**config.mk**
```make
export PLATFORM = sky130hd
export DESIGN_NAME = bmws_fifo
export DESIGN_NICKNAME = d
export VERILOG_FILES = /design/src/sv/bmws_pkg.sv /design/src/sv/bmws_fifo.sv
export SDC_FILE = /design/constraint.sdc
export NUM_CORES = 1
export LEC_CHECK = 0
export ABC_AREA = 1
export BUFFER_PORTS_ARGS = -buffer_cell sky130_fd_sc_hd__clkbuf_2
export CORE_MARGIN = 3
export CORE_UTILIZATION = 40
export DETAILED_ROUTE_END_ITERATION = 16
export PLACE_DENSITY = 0.64
export SLEW_MARGIN = 40
export SYNTH_ARGS = -nofsm -noshare
export SYNTH_HDL_FRONTEND = slang
export SYNTH_SLANG_ARGS = --single-unit
```
**constraint.sdc**
```tcl
create_clock -name clk -period 1.7 [get_ports clk]
set_clock_uncertainty 0.2 [all_clocks]
set_input_delay 0.085 -clock clk [delete_from_list [all_inputs] [get_ports clk]]
set_output_delay 0.085 -clock clk [all_outputs]
set_load 0.02 [all_outputs]
```
**src/sv/bmws_pkg.sv**
```systemverilog
// Shared constants and types of the binary map box window sum block
`default_nettype none

package bmws_pkg;

  localparam int DEF_MAX_WIDTH  = 1024;
  localparam int DEF_MAX_HEIGHT = 1024;
  localparam int DEF_MAX_WINDOW = 32;

  localparam int CFG_W     = 11;
  localparam int CFG_IDX_W = 3;
  localparam int WIN_REG_W = 6;
  localparam int COUNT_W   = 11;
  localparam int POS_W     = 10;

  localparam logic [CFG_IDX_W-1:0] REG_FRAME_WIDTH   = CFG_IDX_W'(0);
  localparam logic [CFG_IDX_W-1:0] REG_FRAME_HEIGHT  = CFG_IDX_W'(1);
  localparam logic [CFG_IDX_W-1:0] REG_WINDOW_WIDTH  = CFG_IDX_W'(2);
  localparam logic [CFG_IDX_W-1:0] REG_WINDOW_HEIGHT = CFG_IDX_W'(3);

  localparam int RST_FRAME_WIDTH   = 1024;
  localparam int RST_FRAME_HEIGHT  = 1024;
  localparam int RST_WINDOW_WIDTH  = 3;
  localparam int RST_WINDOW_HEIGHT = 3;

  // power of two
  localparam int OUT_DEPTH = 4;
  localparam int OUT_PTR_W = $clog2(OUT_DEPTH);
  localparam int OUT_CNT_W = $clog2(OUT_DEPTH + 1);

  typedef struct packed {
    logic             blocked;
    logic             row_zero;
    logic             vsub;
    logic             hfirst;
    logic             hsub;
    logic             emit;
    logic             last;
    logic [POS_W-1:0] top_row;
    logic [POS_W-1:0] left_col;
  } ctl_t;

  typedef struct packed {
    logic [COUNT_W-1:0] count;
    logic [POS_W-1:0]   top_row;
    logic [POS_W-1:0]   left_col;
    logic               last;
  } res_t;

endpackage

`default_nettype wire

```
**src/sv/bmws_fifo.sv**
```systemverilog
// Result queue between the window pipeline and the output channel
`default_nettype none

module bmws_fifo (
  input  wire                               clk,
  input  wire                               rst,
  input  wire                               push,
  input  wire bmws_pkg::res_t               push_res,
  input  wire                               pop,
  output logic                              valid,
  output bmws_pkg::res_t                    head,
  output logic [bmws_pkg::OUT_CNT_W-1:0]    count
);

  import bmws_pkg::*;

  res_t                 slots [OUT_DEPTH];
  logic [OUT_PTR_W-1:0] wr_ptr;
  logic [OUT_PTR_W-1:0] rd_ptr;

  always_ff @(posedge clk) begin
    if (push) begin
      slots[wr_ptr] <= push_res;
    end
  end

  always_ff @(posedge clk) begin
    if (rst) begin
      wr_ptr <= '0;
      rd_ptr <= '0;
      count  <= '0;
    end else begin
      if (push) begin
        wr_ptr <= wr_ptr + 1'b1;
      end
      if (pop) begin
        rd_ptr <= rd_ptr + 1'b1;
      end
      count <= count + OUT_CNT_W'(push) - OUT_CNT_W'(pop);
    end
  end

  assign valid = (count != '0);
  assign head  = slots[rd_ptr];

endmodule

`default_nettype wire
```
==> impl_metrics.yaml <==
run_status:
  status: "finished, violations left"
  failed_checks: "negative setup slack"
synth:
  synth_warnings: 0
  synthCells: 428
  ys_seq_area_frac: 0.731
  synthSimpleGateAreaFrac: 0.0530
  avgSynthCellArea_sq_um: 12.9
  synth.top_cell.area_share: 0.699
  synthAdderAreaFrac: 0.0173
  yosys.area_share.xor_xnor: 0
  yosysUniqueCellTypes: 16
  synth_area_leaders: "edfxtp_1 (70%), inv_1 (5.5%), nand2_1 (4.9%)"
  synth_area_leader_cell: "edfxtp_1"
  synth_top_family_by_area: "compound AO/OA/AOI/OAI gates"
  synth_compound_area_frac: 0.111
  synth_mux_area_frac: 0
  netlist_area_sq_mm: 0.00550
  synth_nets: 471
  ys_ff_latch: 137
floorplan:
  die_area_sq_mm: 0.0152
  die_w_um: 123
  ios: 72
  initial_core_util: 0.412
  core_area_sq_mm: 0.0133
  die_y_um: 123
  rows: 42
power_and_ir_drop:
  combPwrFrac: 0.130
  swShare: 0.237
  ir_drop_mv: 0.804
  p_switching_uw: 2050
  clkPwrFrac: 0.417
  internal-power_uw: 6610
  p_per_area_mw_per_mm2: 1190
  seqPwrFrac: 0.453
  leakage_uw: 0.00288
sta:
  max_slew_margin: 0.812
  period_minus_slack_ns: 1.84
  fmax_ghz: 0.544
  hold_violations: 0
  period_share: 1.08
  setup_slack_ns: -0.138
  setup-violations-final: 33
  slew_violations: 0
  tightest_slew_ns: 0.278
  rsz0062_at_grt: "yes"
setup_path:
  r2r_end: "count[1]"
  worstPathRequired_ns: 1.41
  r2r_slack_ns: 0
  r2r-start: "count[0]"
  crit_fanout: 34
  cpMaxStageDelayCell: "dfxtp_4"
  critPathCaptureType: "output pin"
  worstPathArrival_ns: 1.55
  rr_worst_depth: 7
  cp_cell_sequence: "buf_16 > a21oi_1 > o21ai_0 > nand2_1 > buf_2"
  start_kind: "flop"
  critPathMaxStageDelay_ns: 0.40
  worstSetupPathType: "flop to output pin"
run:
  max_cap_violations: 0
clocking:
  cts_tree: "yes"
  path_clk_slew_ns: 0.06
  cts_buffer_depth: 2
  clkLatencyLatePin_ns: 0.41
  htree_levels: 4
  post_cts_buffers: 0
  cts.root.buffer_cell: "clkbuf_16"
  clkSinkCount: 137
  numCtsBuffers: 17
layout:
  stdcell_count: 738
  drive_gt1_frac: 0.244
  stdcell_area_sq_mm: 0.00730
  area_growth_pct: 32.7
  diodes: 0
  nets: 592
min_path:
  hold_start: "rst"
  holdPathEnd: "count[0]"
  holdPathStages: 3
  hold_path.class: "input pin to flop"
drt:
  ant_nets: 0
  vias_per_cell: 4.73
  vias: 3489
  wl_um: 11500
  drt_iter0_drc: 236
  post_drt_wl_per_cell_um: 15.5
  first_pass_iters: 6
  drc: 0
grt:
  grt_overflow: 0
  grt_pass1_wl_um: 17300
  grt_antenna_before_repair: 0
  grt_max_degree: 69
  track_usage: 0.155
  grt_pass1_vias: 3371
placed_design:
  dp_hpwl_um: 6320
  post-place-ws_ns: -0.0426
  placed_cell_area_sq_mm: 0.00607
  dp.cells: 666
  gp_congestion: 0.687
  port_buffers: 71
==> metrics by stage <==
stage / TNS (ns) / hold WS (ns) / util / total power [uW]
floorplan: -0.251 / -0.0534 / - / 4560
global placement: -0.00314 / 0.0726 / 0.454 / 4850
detailed placement: -0.0567 / 0.0830 / 0.454 / 4880
CTS: -2.82 / 0.170 / 0.537 / 8660
global route: -5.44 / 0.187 / 0.547 / 9000
finish: -2.37 / 0.195 / 0.547 / 8650
==> state kept, by name, summed over array words and instances, names as in the netlist, named ones only <==
signal	flops
wr_ptr	2
slots	128
rd_ptr	2
count	3
==> repair_timing <==
item | in CTS | in global routing
cloned | 3 | 2
hold buffers | 35 | 0
resized for setup | 23 | 60
setup endpoints to repair | 34 | 34
hold endpoints to repair | 137 | 0
pin swaps | 5 | 4
==> metal layers <==
layer  vias up  GRT usage  share of wire
met3         8     0.0535          0.056
met5         -          0              0
met4         0     0.0644         0.0081
met2        87      0.251           0.49
met1      1667      0.191           0.44
li1       1727          -              -
==> synth_stat cells (all sizes together) <==
cell type / number
fa: 1
ha: 6
edfxtp: 128
nand2: 72
o211ai: 32
buf: 18
o21ai: 36
inv: 80
nand3: 2
clkbuf: 3
dfxtp: 9
nor2: 3
a21oi: 38
==> worst max path at each step <==
stage / from / endpoint / slack, ns / depth (start not counted)
3_3_place_gp: count[0] / count[2] / -0.003 / 7
4_1_cts: flop / head[1] / -0.13 / 5
2_1_floorplan: count[0] / count[2] / -0.02 / 7
3_5_place_dp: count[0] / count[2] / -0.04 / 7
5_1_grt: flop / head[25] / -0.21 / 5
6_report: flop / head[1] / -0.14 / 5
==> cell type report <==
cell class | instances | area (sq um)
Fill cell | 1109 | 6050
Clock buffer | 19 | 433
Timing Repair Buffer | 123 | 1090
Sequential cell | 137 | 4040
Tap cell | 176 | 220
Inverter | 80 | 320
Multi-Input combinational cell | 190 | 1050
Clock inverter | 13 | 154
==> placed cells by master (no fill, tap or decap), types with 6 or more instances in the layout <==
| master | n |
|---|---|
| edfxtp_1 | 128 |
| inv_1 | 74 |
| nand2_1 | 68 |
| clkbuf_2 | 41 |
| a21oi_1 | 35 |
| dlygate4sd3_1 | 35 |
| o211ai_1 | 32 |
| o21ai_0 | 19 |
| clkbuf_16 | 19 |
| o21ai_1 | 17 |
| buf_4 | 16 |
| buf_2 | 12 |
| clkinvlp_4 | 7 |
| dfxtp_1 | 6 |
| buf_6 | 6 |
==> worst max-delay path: cells and delay by family (launching register included) <==
family | cells | cell delay (ns)
AO/OA/AOI/OAI | 2 | 0.27
flip-flops | 1 | 0.40
AND/OR/NAND/NOR | 1 | 0.10
buffers and inverters | 2 | 0.35
==> power groups by stage <==
stage          logic, uW  clock network, uW  registers, uW
6_report            1130               3610           3920
2_1_floorplan        570                  0           3990
5_1_grt             1240               3830           3930
3_3_place_gp         882                  0           3970
4_1_cts             1060               3690           3910
3_5_place_dp         902                  0           3970
==> cell families after synthesis <==
family / after synthesis
adders and majority gates: 7
AOI/OAI and AO/OA: 106
DFF: 137
and+or+nand+nor: 77
buffers and inverters: 101
No activity file was read; power rests on OpenSTA's default activity.
