## src/sv/bmws_pkg.sv

```systemverilog
// Shared constants and types of the binary map box window sum block
`default_nettype none

package bmws_pkg;

  localparam int DEF_MAX_WIDTH  = 1024;
  localparam int DEF_MAX_HEIGHT = 1024;
  localparam int DEF_MAX_WINDOW = 32;

  localparam int CFG_W     = 11;
  localparam int CFG_IDX_W = 3;
  localparam int WIN_REG_W = 6;
  localparam int COUNT_W   = 11;
  localparam int POS_W     = 10;

  localparam logic [CFG_IDX_W-1:0] REG_FRAME_WIDTH   = CFG_IDX_W'(0);
  localparam logic [CFG_IDX_W-1:0] REG_FRAME_HEIGHT  = CFG_IDX_W'(1);
  localparam logic [CFG_IDX_W-1:0] REG_WINDOW_WIDTH  = CFG_IDX_W'(2);
  localparam logic [CFG_IDX_W-1:0] REG_WINDOW_HEIGHT = CFG_IDX_W'(3);

  localparam int RST_FRAME_WIDTH   = 1024;
  localparam int RST_FRAME_HEIGHT  = 1024;
  localparam int RST_WINDOW_WIDTH  = 3;
  localparam int RST_WINDOW_HEIGHT = 3;

  // power of two
  localparam int OUT_DEPTH = 4;
  localparam int OUT_PTR_W = $clog2(OUT_DEPTH);
  localparam int OUT_CNT_W = $clog2(OUT_DEPTH + 1);

  typedef struct packed {
    logic             blocked;
    logic             row_zero;
    logic             vsub;
    logic             hfirst;
    logic             hsub;
    logic             emit;
    logic             last;
    logic [POS_W-1:0] top_row;
    logic [POS_W-1:0] left_col;
  } ctl_t;

  typedef struct packed {
    logic [COUNT_W-1:0] count;
    logic [POS_W-1:0]   top_row;
    logic [POS_W-1:0]   left_col;
    logic               last;
  } res_t;

endpackage

`default_nettype wire

```

## src/sv/bmws_cell.sv

```systemverilog
// One cell of the column sum shift chain with its tap select
`default_nettype none

module bmws_cell #(
  parameter int W     = 6,
  parameter int SEL_W = 5,
  parameter int IDX   = 0
) (
  input  wire             clk,
  input  wire             shift,
  input  wire [SEL_W-1:0] tap,
  input  wire [W-1:0]     din,
  output logic [W-1:0]    dout,
  output logic [W-1:0]    drop
);

  logic [W-1:0] value;

  always_ff @(posedge clk) begin
    if (shift) begin
      value <= din;
    end
  end

  assign dout = value;
  assign drop = (tap == SEL_W'(IDX)) ? value : '0;

endmodule

`default_nettype wire

```

## src/sv/bmws_window.sv

```systemverilog
// Horizontal running sum over a shift chain of column sums
`default_nettype none

module bmws_window #(
  parameter int MAX_WINDOW = bmws_pkg::DEF_MAX_WINDOW,
  localparam int SLOT_W = (MAX_WINDOW > 1) ? $clog2(MAX_WINDOW) : 1,
  localparam int CS_W   = $clog2(MAX_WINDOW + 1)
) (
  input  wire                 clk,
  input  wire                 rst,
  input  wire                 in_valid,
  input  wire [CS_W-1:0]      in_colsum,
  input  wire [SLOT_W-1:0]    in_tap,
  input  wire bmws_pkg::ctl_t in_ctl,
  output logic                push,
  output bmws_pkg::res_t      push_res
);

  import bmws_pkg::*;

  localparam int SUM_W = $clog2(MAX_WINDOW * MAX_WINDOW + 1);

  logic [CS_W-1:0]  link  [MAX_WINDOW+1];
  logic [CS_W-1:0]  drops [MAX_WINDOW];
  logic [CS_W-1:0]  drop;
  logic [SUM_W-1:0] running;
  logic [SUM_W-1:0] sum_next;

  assign link[0] = in_colsum;

  for (genvar k = 0; k < MAX_WINDOW; k++) begin : g_cell
    bmws_cell #(
      .W     (CS_W),
      .SEL_W (SLOT_W),
      .IDX   (k)
    ) u_cell (
      .clk   (clk),
      .shift (in_valid),
      .tap   (in_tap),
      .din   (link[k]),
      .dout  (link[k+1]),
      .drop  (drops[k])
    );
  end

  always_comb begin
    drop = '0;
    for (int k = 0; k < MAX_WINDOW; k++) begin
      drop = drop | drops[k];
    end
  end

  always_comb begin
    if (in_ctl.hfirst) begin
      sum_next = SUM_W'(in_colsum);
    end else begin
      sum_next = running + SUM_W'(in_colsum) - (in_ctl.hsub ? SUM_W'(drop) : '0);
    end
  end

  always_ff @(posedge clk) begin
    if (rst) begin
      running <= '0;
    end else if (in_valid) begin
      running <= sum_next;
    end
  end

  always_comb begin
    push              = in_valid && in_ctl.emit;
    push_res.count    = COUNT_W'(sum_next);
    push_res.top_row  = in_ctl.top_row;
    push_res.left_col = in_ctl.left_col;
    push_res.last     = in_ctl.last;
  end

endmodule

`default_nettype wire

```

## config.mk

```make
export PLATFORM = sky130hd
export DESIGN_NAME = bmws_window
export DESIGN_NICKNAME = d
export VERILOG_FILES = /design/src/sv/bmws_pkg.sv /design/src/sv/bmws_cell.sv /design/src/sv/bmws_window.sv
export SDC_FILE = /design/constraint.sdc
export NUM_CORES = 1
export LEC_CHECK = 0
export ABC_AREA = 1
export BUFFER_PORTS_ARGS = -buffer_cell sky130_fd_sc_hd__buf_2
export CORE_UTILIZATION = 42
export CTS_CLUSTER_DIAMETER = 80
export DETAILED_ROUTE_END_ITERATION = 6
export PLACE_DENSITY = 0.61
export SKIP_LAST_GASP = 1
export SYNTH_ARGS = -nofsm -noshare
export SYNTH_HDL_FRONTEND = slang
export SYNTH_SLANG_ARGS = --single-unit
```

## constraint.sdc

```tcl
create_clock -name clk -period 4.5 [get_ports clk]
set_clock_uncertainty 0.1 [all_clocks]
set_input_delay 0.9 -clock clk [delete_from_list [all_inputs] [get_ports clk]]
set_output_delay 0.9 -clock clk [all_outputs]
set_load 0.01 [all_outputs]
```

==> results of run 1 <==
metal layers:
| metal | part of all wire (%) | GRT usage (%) | up-vias |
|---|---|---|---|
| li1 | - | - | 3324 |
| met1 | 43 | 32.16 | 3565 |
| met2 | 47 | 36.06 | 325 |
| met3 | 7.5 | 3.848 | 64 |
| met4 | 2.9 | 6.850 | 0 |
| met5 | 0 | 0 | - |
cells by family after synthesis:
family | after synthesis | share of synthesized area [%]
xor gates and xnor gates | 1 | 0.09443
DFF | 203 | 64.53
AOI/OAI and AO/OA | 42 | 2.266
adders and majority gates | 17 | 2.779
buffers and inverters | 130 | 6.892
and+or+nand+nor | 480 | 23.44
metrics by stage:
stage          TNS (ps)  cells
2_1_floorplan         0    873
3_3_place_gp      -6296   1210
3_5_place_dp      -5735   1210
4_1_cts           -1283   1290
5_1_grt           -3680   1302
6_report          -2174   1302
synthesized netlist by cell type (all sizes together):
| cell type | n |
|---|---|
| fa | 6 |
| a21oi | 24 |
| xor2 | 1 |
| ha | 11 |
| inv | 66 |
| nand4 | 81 |
| or2 | 1 |
| o21ai | 18 |
| nor3 | 2 |
| dfxtp | 11 |
| nand3b | 1 |
| nand3 | 117 |
| buf | 59 |
| clkbuf | 5 |
| nor2 | 88 |
| edfxtp | 192 |
| nand2 | 190 |
worst max-delay path, delay by kind of cell:
kind | cells | cell delay (ps)
buffers and inverters | 18 | 2030
AND/OR/NAND/NOR | 13 | 1160
adder cells (fa/ha/maj) | 2 | 830
AO/OA/AOI/OAI | 2 | 180
sequential cells by signal, summed over array words and instances, names as in the netlist:
register            count
running                11
g_cell.u_cell.dout    192
cell type report:
| class | count | area [sq um] |
|---|---|---|
| Inverter | 66 | 292.8 |
| Multi-Input combinational cell | 540 | 3299 |
| Timing Repair Buffer | 169 | 1675 |
| Sequential cell | 203 | 5986 |
| Clock buffer | 29 | 660.6 |
| Tap cell | 280 | 350.3 |
| Fill cell | 1779 | 9358 |
| Clock inverter | 15 | 133.9 |
placed cells by master, fill, tap and decap left out, drive strengths merged, types with 18 or more instances in the layout:
master / count
edfxtp: 192
nand4: 81
a21oi: 24
o21ai: 18
buf: 165
inv: 65
nand3: 117
nor2: 88
nand2: 190
clkbuf: 31
timing repair:
item | CTS | global route
buffers inserted | 37 | 11
pin swaps | 65 | 80
setup endpoints to repair | 10 | 12
resized for setup | 166 | 71
gates cloned | 3 | 1
power by group:
group	internal, mW	total (mW)	switching [mW]
Clock	1.16	1.94	0.783
Combinational	0.485	1.05	0.567
Sequential	2.20	2.26	0.0633
Total	3.84	5.26	1.41
final timing paths:
| check | startpoint | end | cells past startpoint |
|---|---|---|---|
| max | in_tap[2] | running[9] | 35 |
| min | g_cell[14].u_cell.dout[4] | g_cell[15].u_cell.dout[4] | 0 |
| max reg2reg | g_cell[4].u_cell.dout[3] | running[9] | 30 |
| min reg2reg | g_cell[14].u_cell.dout[4] | g_cell[15].u_cell.dout[4] | 0 |
==> flow_metrics.py, run 1 <==
metrics = {
    "status": {
        "status": "finished with violations",
        "violations": "negative setup slack",
    },
    "sta": {
        "max_freq_mhz": 209.9,
        "final_max_slew_viol_count": 0,
        "period_share_pct": 105.9,
        "setup_violations": 11,
        "rsz0062_at_grt": "yes",
        "hold_viol": 0,
        "holdWs_ps": 343.3,
        "worst_slew_pin_slew_ps": 656.3,
        "relSlewSlack_pct": 56.25,
        "worst_slack_ps": -265.1,
        "timing.final.crit_period_ps": 4765,
    },
    "synth": {
        "syn_nets": 931,
        "syn_area_sq_um": 9276,
        "ys_seq_area_share_pct": 64.53,
        "synth-seq-cells": 203,
        "postSynthAreaPerCell_sq_um": 10.63,
        "syn_inst": 873,
        "ys_types": 22,
        "yosysTopAreaCellShare_pct": 62.15,
        "netlist_top_cells_area": "edfxtp_1, nand2_1, nand3_1",
        "yosysTopAreaCell": "edfxtp_1",
        "ys_warn_count": 0,
    },
    "route": {
        "ant_nets": 0,
        "avgViaCountPerCell": 5.590,
        "dr.pass1.iters": 5,
        "drt_iter0_drc": 830,
        "drt-wirelength-per-cell_um": 19.94,
        "drc_errors": 0,
        "drt-total-wl_um": 25960,
        "vias": 7278,
    },
    "clocking": {
        "holdBufCountCts": 0,
        "htreeDepth": 1,
        "cts.path.max_buffers": 3,
        "cts_root_buf": "clkbuf_16",
        "clk_latency_ps": 520,
        "cts_buffers": 24,
        "cts_tree": "done",
        "path_clk_slew_ps": 70,
        "cts.sinks": 203,
    },
    "grt": {
        "antenna_found_initial": 0,
        "gr-total-overflow": 0,
        "grt_usage_pct": 22.79,
        "grt_pass1_vias": 6903,
        "grt_max_degree": 100,
        "grt_pass1_wl_um": 38760,
    },
    "die": {
        "die_y_um": 150.6,
        "core_region_area_sq_um": 21760,
        "dieWidth_um": 150.6,
        "fp-row-count": 54,
        "ioPinCount": 74,
        "start_util_pct": 42.64,
        "dieArea_sq_um": 22680,
    },
    "setup_path": {
        "cp_data_required_time_ps": 4850,
        "crit_type": "primary input to flip-flop",
        "end_kind": "flip-flop",
        "arrival_ps": 5120,
        "cp_slowest_cell": "fa_1",
        "reg2reg_slack_ps": 190,
        "crit_path_start_kind": "primary input",
        "cpPeakStageDelay_ps": 560,
        "cp_max_fo": 6,
        "worst_path_most_repeated_cell": "buf_4",
    },
    "layout": {
        "nNetsFinal": 1062,
        "syn2layout_area_growth_pct": 33.65,
        "stdcell_area_sq_um": 12400,
        "final_util_pct": 56.99,
        "diodes": 0,
        "layout-drive-gt1-share_pct": 32.39,
    },
    "power": {
        "powerDensity_nw_per_um2": 423.9,
        "power.total_mw": 5.256,
        "ir_drop_mv": 0.4046,
        "leakagePower_nw": 5.234,
    },
    "placement": {
        "placement.io_buffers": 28,
        "gp_congestion": 0.8716,
        "dpl-instance-area_sq_um": 10190,
        "hpwl_um": 15360,
        "place_ws_ps": -674.4,
    },
    "worst_hold_path": {
        "min_path_type": "flip-flop to flip-flop",
    },
    "job": {
        "cap_violations": 0,
    },
}
Power figures use the tool's default switching activity.
==> run 2: changes to the inputs <==
- CORE_UTILIZATION: 42 -> 54
- PLACE_DENSITY: 0.61 -> 0.75
==> run 2 against run 1 <==
  * The flow still finishes with violations (negative setup slack)
  * Global-route usage grew 5.7 points
  * Combinational power shrank 4%
  * Die area shrank 22%
  * Non-clock buffer count shrank 9
  * Cell area shrank 3.3%
  * Maximum frequency shrank 1.4%
  * Core utilization grew 15 points
  * Critical path type is now primary input to output port
  * Largest cell class unchanged
  * Highest routed layer unchanged
==> flow_metrics.py, run 2 (same netlist as run 1, synthesis figures left out) <==
metrics = {
    "status": {
        "status": "finished with violations",
        "violations": "negative setup slack",
    },
    "sta": {
        "worst_slew_pin_slew_ps": 743.2,
        "rsz0062_at_grt": "yes",
        "setup_violations": 10,
        "timing.final.crit_period_ps": 4835,
        "relSlewSlack_pct": 50.45,
        "final_max_slew_viol_count": 0,
        "holdWs_ps": 346.6,
        "period_share_pct": 107.4,
        "hold_viol": 0,
        "worst_slack_ps": -334.8,
        "max_freq_mhz": 206.8,
    },
    "setup_path": {
        "cp_max_fo": 6,
        "cp_data_required_time_ps": 3500,
        "rr_endpoint": "running[6]",
        "ff2ff_path_depth": 25,
        "reg2reg_slack_ps": 640,
        "r2r-start": "g_cell[28].u_cell.dout[5]",
        "crit_type": "primary input to output port",
        "end_kind": "output port",
        "arrival_ps": 3830,
        "crit_path_start_kind": "primary input",
    },
    "clocking": {
        "path_clk_slew_ps": 60,
        "cts_root_buf": "clkbuf_16",
        "htreeDepth": 1,
        "cts_buffers": 22,
        "cts_tree": "done",
        "clk_latency_ps": 510,
        "cts.path.max_buffers": 3,
        "cts.sinks": 203,
    },
    "route": {
        "drt_iter0_drc": 1092,
        "drt-wirelength-per-cell_um": 21.14,
        "ant_nets": 0,
        "avgViaCountPerCell": 6.142,
        "drc_errors": 0,
        "vias": 7548,
        "dr.pass1.iters": 7,
        "drt-total-wl_um": 25980,
    },
    "layout": {
        "final_common_cell": "edfxtp_1",
        "nNetsFinal": 1051,
        "final_cell_mix": "edfxtp_1, nand2_1, nand3_1, buf_4, nand4_1",
        "syn2layout_area_growth_pct": 29.19,
        "fill_cells": 1099,
        "layout-drive-gt1-share_pct": 30.03,
        "final_util_pct": 71.76,
        "largest_register_ffs": 192,
        "diodes": 0,
    },
    "worst_hold_path": {
        "min-delay-start": "g_cell[1].u_cell.dout[2]",
        "hold_end": "g_cell[2].u_cell.dout[2]",
        "min_path_type": "flip-flop to flip-flop",
        "whs_path_depth": 0,
    },
    "die": {
        "dieArea_sq_um": 17710,
        "core_region_area_sq_um": 16700,
        "start_util_pct": 55.54,
        "fp-row-count": 47,
        "die_y_um": 133.1,
        "dieWidth_um": 133.1,
        "ioPinCount": 74,
    },
    "placement": {
        "hpwl_um": 14880,
        "gp_congestion": 0.9210,
        "placement.io_buffers": 28,
    },
    "grt": {
        "grt_pass1_vias": 7222,
        "grt_pass1_wl_um": 38150,
        "antenna_found_initial": 0,
        "gr-total-overflow": 0,
        "grt_usage_pct": 28.47,
        "grt_max_degree": 115,
    },
    "power": {
        "leakagePower_nw": 5.118,
        "ir_drop_mv": 0.3288,
        "powerDensity_nw_per_um2": 419.9,
    },
    "job": {
        "cap_violations": 0,
    },
}
-- run 2: cell count changes in the layout (fill, tap and decap cells not counted), moves of 3 or more --
cell / delta
nand2_1: +3
nor2_4: -9
buf_16: -3
clkbuf_1: +6
clkinv_2: -5
a21oi_2: +3
nor2_1: +3
buf_4: -12
nor2_2: +6
buf_6: +3
nand2_8: -5
nand2_4: +4
nand3_2: -3
inv_8: -3
-- run 2: worst max path at each step --
stage	startpoint	slack [ps]	endpoint
floorplan	in_tap[4]	80	push_res[27]
finish	in_tap[3]	-330	push_res[27]
global placement	in_tap[2]	-590	push_res[27]
CTS	in_tap[3]	-230	push_res[31]
global route	in_tap[4]	-470	push_res[27]
detailed placement	in_tap[3]	-600	push_res[30]
-- run 2: report_power, final --
part / leakage, nW / total (mW) / internal [mW] / switching (mW)
sequential: 1.97 / 2.26 / 2.20 / 0.0646
combinational: 2.81 / 1.01 / 0.448 / 0.559
clock: 0.335 / 1.76 / 1.05 / 0.711
-- run 2: metal layers --
| metal | part of all wire (%) | vias to the layer above | GRT usage [%] | wire, um |
|---|---|---|---|---|
| met2 | 48 | 560 | 45.96 | 12420 |
| met1 | 38 | 3574 | 37.93 | 9858 |
| met5 | 0 | - | 0 | 0 |
| li1 | - | 3309 | - | - |
| met3 | 10 | 105 | 5.785 | 2703 |
| met4 | 3.9 | 0 | 11.30 | 1006 |
-- run 2: repair_timing --
| item | 4_1_cts | 5_1_grt |
|---|---|---|
| pin swaps | 55 | 103 |
| buffers inserted | 32 | 10 |
| resized for setup | 110 | 91 |
| hold buffers | 0 | 0 |
| endpoints found under the setup margin | 10 | 11 |
| gates cloned | 3 | 2 |
-- run 2: final cells by class --
type	count	area [sq um]	share of cell area [%]
clock buffer	31	605.6	5.053
timing repair buffer	160	1564	13.05
tap	220	275.3	2.297
inverter	66	260.3	2.172
multi-input combinational	540	3201	26.71
sequential	203	5986	49.95
clock inverter	9	92.59	0.7726
-- run 2: critical path, stage by stage --
cell and delay (ps):
buf_12 110, buf_6 100, nor2_4 40, buf_6 150
buf_8 130, nand4_1 120, nand2_1 70, nor2_1 110
nand2_1 110, nor2_2 170, a21oi_4 100, fa_1 500
inv_2 60, fa_2 380, buf_6 140, nand2_1 80
nand2_2 70, or2_4 250, nand3_4 60, inv_1 40
buf_2 130
-- run 2: metrics by stage --
stage | worst slack, ps | total power [mW] | TNS, ps | cell area [sq um] | std cells
floorplan | 76.88 | 2.634 | 0 | 9276 | 873
detailed placement | -600.0 | 2.926 | -5261 | 10190 | 1153
CTS | -231.4 | 4.861 | -2121 | 11610 | 1225
global placement | -591.2 | 2.907 | -4954 | 10190 | 1153
global route | -473.8 | 5.201 | -4040 | 11980 | 1229
finish | -334.8 | 5.032 | -2623 | 11980 | 1229
==> run 3: changes to the inputs <==
- RECOVER_POWER: not set -> 100
- SETUP_SLACK_MARGIN: not set -> 0.02
==> run 3 against run 2 <==
  * Maximum frequency barely moved
  * First-iteration DRC count fell by 11%
  * Setup slack improved by 2.0 ps
  * Sequential power barely moved
  * Global-route usage did not move
  * Register-to-register slack got worse by 100 ps
  * Cell area rose by 0.28%
  * Core utilization rose by 0.20 points
  * Sequential share of layout area fell by 0.14 points
  * Largest cell class unchanged
  * The run ends with design-rule violations, max-capacitance violations, max-slew violations, negative setup slack left
  * Count of clock-buffer cells in the layout did not move
  * Routed wire length rose by 0.39%
==> flow_metrics.py, run 3 (same netlist as run 1, synthesis figures left out) <==
metrics = {
    "route": {
        "wl_met1_um": 9716,
        "drt_iter0_drc": 973,
        "drc_errors": 3,
        "route.met3.wl_um": 2845,
        "vias": 7517,
        "route.met2.wl_um": 12440,
        "drt-wirelength-per-cell_um": 21.17,
        "ant_nets": 0,
        "avgViaCountPerCell": 6.101,
        "routed.top_layer": "met4",
        "drt-total-wl_um": 26090,
        "dr.pass1.iters": 7,
    },
    "placement": {
        "dpl-instance-area_sq_um": 10190,
        "hpwl_um": 14880,
        "placement.io_buffers": 28,
        "gp_congestion": 0.9210,
        "place_ws_ps": -600.0,
    },
    "layout": {
        "diodes": 0,
        "stdcell_area_sq_um": 12020,
        "multi_input_area_sq_um": 3201,
        "layout-drive-gt1-share_pct": 30.14,
        "final_cell_mix": "edfxtp_1, nand2_1, nand3_1, buf_4, nand4_1",
        "regArea_sq_um": 5986,
        "fill_cells": 1088,
        "largest_register_ffs": 192,
        "syn2layout_area_growth_pct": 29.55,
        "nNetsFinal": 1054,
        "final_common_cell": "edfxtp_1",
    },
    "sta": {
        "max_freq_mhz": 206.9,
        "tns_ps": -2387,
        "timing.final.crit_period_ps": 4833,
        "holdWs_ps": 344.5,
        "period_share_pct": 107.4,
        "setup_violations": 10,
        "worst_slew_pin_slew_ps": 2202,
        "hold_viol": 0,
        "worst_slack_ps": -332.8,
        "final_max_slew_viol_count": 207,
        "relSlewSlack_pct": -46.79,
        "rsz0062_at_grt": "yes",
    },
    "clocking": {
        "cts_root_buf": "clkbuf_16",
        "htreeDepth": 1,
        "path_clk_slew_ps": 60,
        "cts.path.max_buffers": 3,
        "cts.sinks": 203,
        "clk_latency_ps": 510,
        "cts_tree": "done",
        "cts_buffers": 22,
    },
    "setup_path": {
        "cp_max_fo": 8,
        "cp_data_required_time_ps": 3500,
        "crit_path_start_kind": "primary input",
        "arrival_ps": 3830,
        "crit_type": "primary input to output port",
        "end_kind": "output port",
    },
    "die": {
        "core_region_area_sq_um": 16700,
        "ioPinCount": 74,
        "dieWidth_um": 133.1,
        "fp-row-count": 47,
        "dieArea_sq_um": 17710,
        "start_util_pct": 55.54,
        "die_y_um": 133.1,
    },
    "grt": {
        "antenna_found_initial": 0,
        "grt_pass1_wl_um": 38150,
        "gr-total-overflow": 0,
        "grt_max_degree": 115,
        "grt_pass1_vias": 7222,
        "grt_usage_pct": 28.47,
    },
    "power": {
        "powerDensity_nw_per_um2": 423.0,
        "leakagePower_nw": 5.122,
        "ir_drop_mv": 0.3222,
    },
    "worst_hold_path": {
        "min_path_type": "flip-flop to flip-flop",
    },
    "status": {
        "status": "finished with violations",
        "violations": "design-rule violations, max-capacitance violations, max-slew violations, negative setup slack",
    },
    "job": {
        "cap_violations": 2,
    },
}
run 3: cell count changes in the layout (fill, tap and decap cells not counted), moves of 2 or more:
cell and delta:
buf_2 -8, inv_2 +4, inv_1 -4, nand2_1 -2, nand2_4 +2, clkbuf_1 +7
run 3: cell type report:
cell class	instances	area share, %
Clock buffer	31	5.039
Clock inverter	9	0.7704
Inverter	66	2.166
Multi-Input combinational cell	540	26.63
Sequential cell	203	49.81
Tap cell	220	2.290
Timing Repair Buffer	163	13.30
run 3: path summary, 6_finish.rpt:
kind,start,end,slack (ps),cells past startpoint
worst max-delay path,in_tap[4],push_res[30],-330,21
worst min register to register,g_cell[1].u_cell.dout[2],g_cell[2].u_cell.dout[2],340,0
worst min-delay path,g_cell[1].u_cell.dout[2],g_cell[2].u_cell.dout[2],340,0
worst max register to register,g_cell[0].u_cell.dout[5],running[6],540,26
run 3: report_power, final:
group,internal [mW],total [mW],switching (mW)
Combinational,0.470,1.06,0.585
Clock,1.05,1.76,0.712
Sequential,2.20,2.26,0.0636
Total,3.72,5.08,1.36
run 3: critical path: stages:
cell and delay [ps]:
buf_12 120, buf_12 140, buf_12 130, buf_6 130, nand4_1 80, nand2_1 70
nor2_1 120, nand2_1 90, nor2_2 150, a21oi_4 90, fa_1 550, inv_2 50
ha_4 310, buf_6 110, nand2_2 70, nor2_4 130, nand3_1 140, nand4_1 140
nand3_2 110, inv_1 70, buf_2 120
run 3: routing by layer:
layer | track usage, % | vias to the layer above
met5 | 0 | -
met4 | 11.30 | 0
met3 | 5.785 | 101
met2 | 45.96 | 531
met1 | 37.93 | 3569
li1 | - | 3316
run 3: timing repair:
item,4_1_cts,5_1_grt
endpoints found under the setup margin,10,11
gates cloned,3,3
setup buffers,32,12
gates resized for setup,110,101
pin swaps,55,123
hold buffers,0,0
run 3: stage by stage:
| stage | instances | util, % | total power [mW] |
|---|---|---|---|
| after global routing | 1232 | 71.96 | 5.240 |
| after floorplan | 873 | - | 2.634 |
| after global placement | 1153 | 61.01 | 2.907 |
| after CTS | 1225 | 69.50 | 4.861 |
| final | 1232 | 71.96 | 5.083 |
| after detailed placement | 1153 | 61.01 | 2.926 |
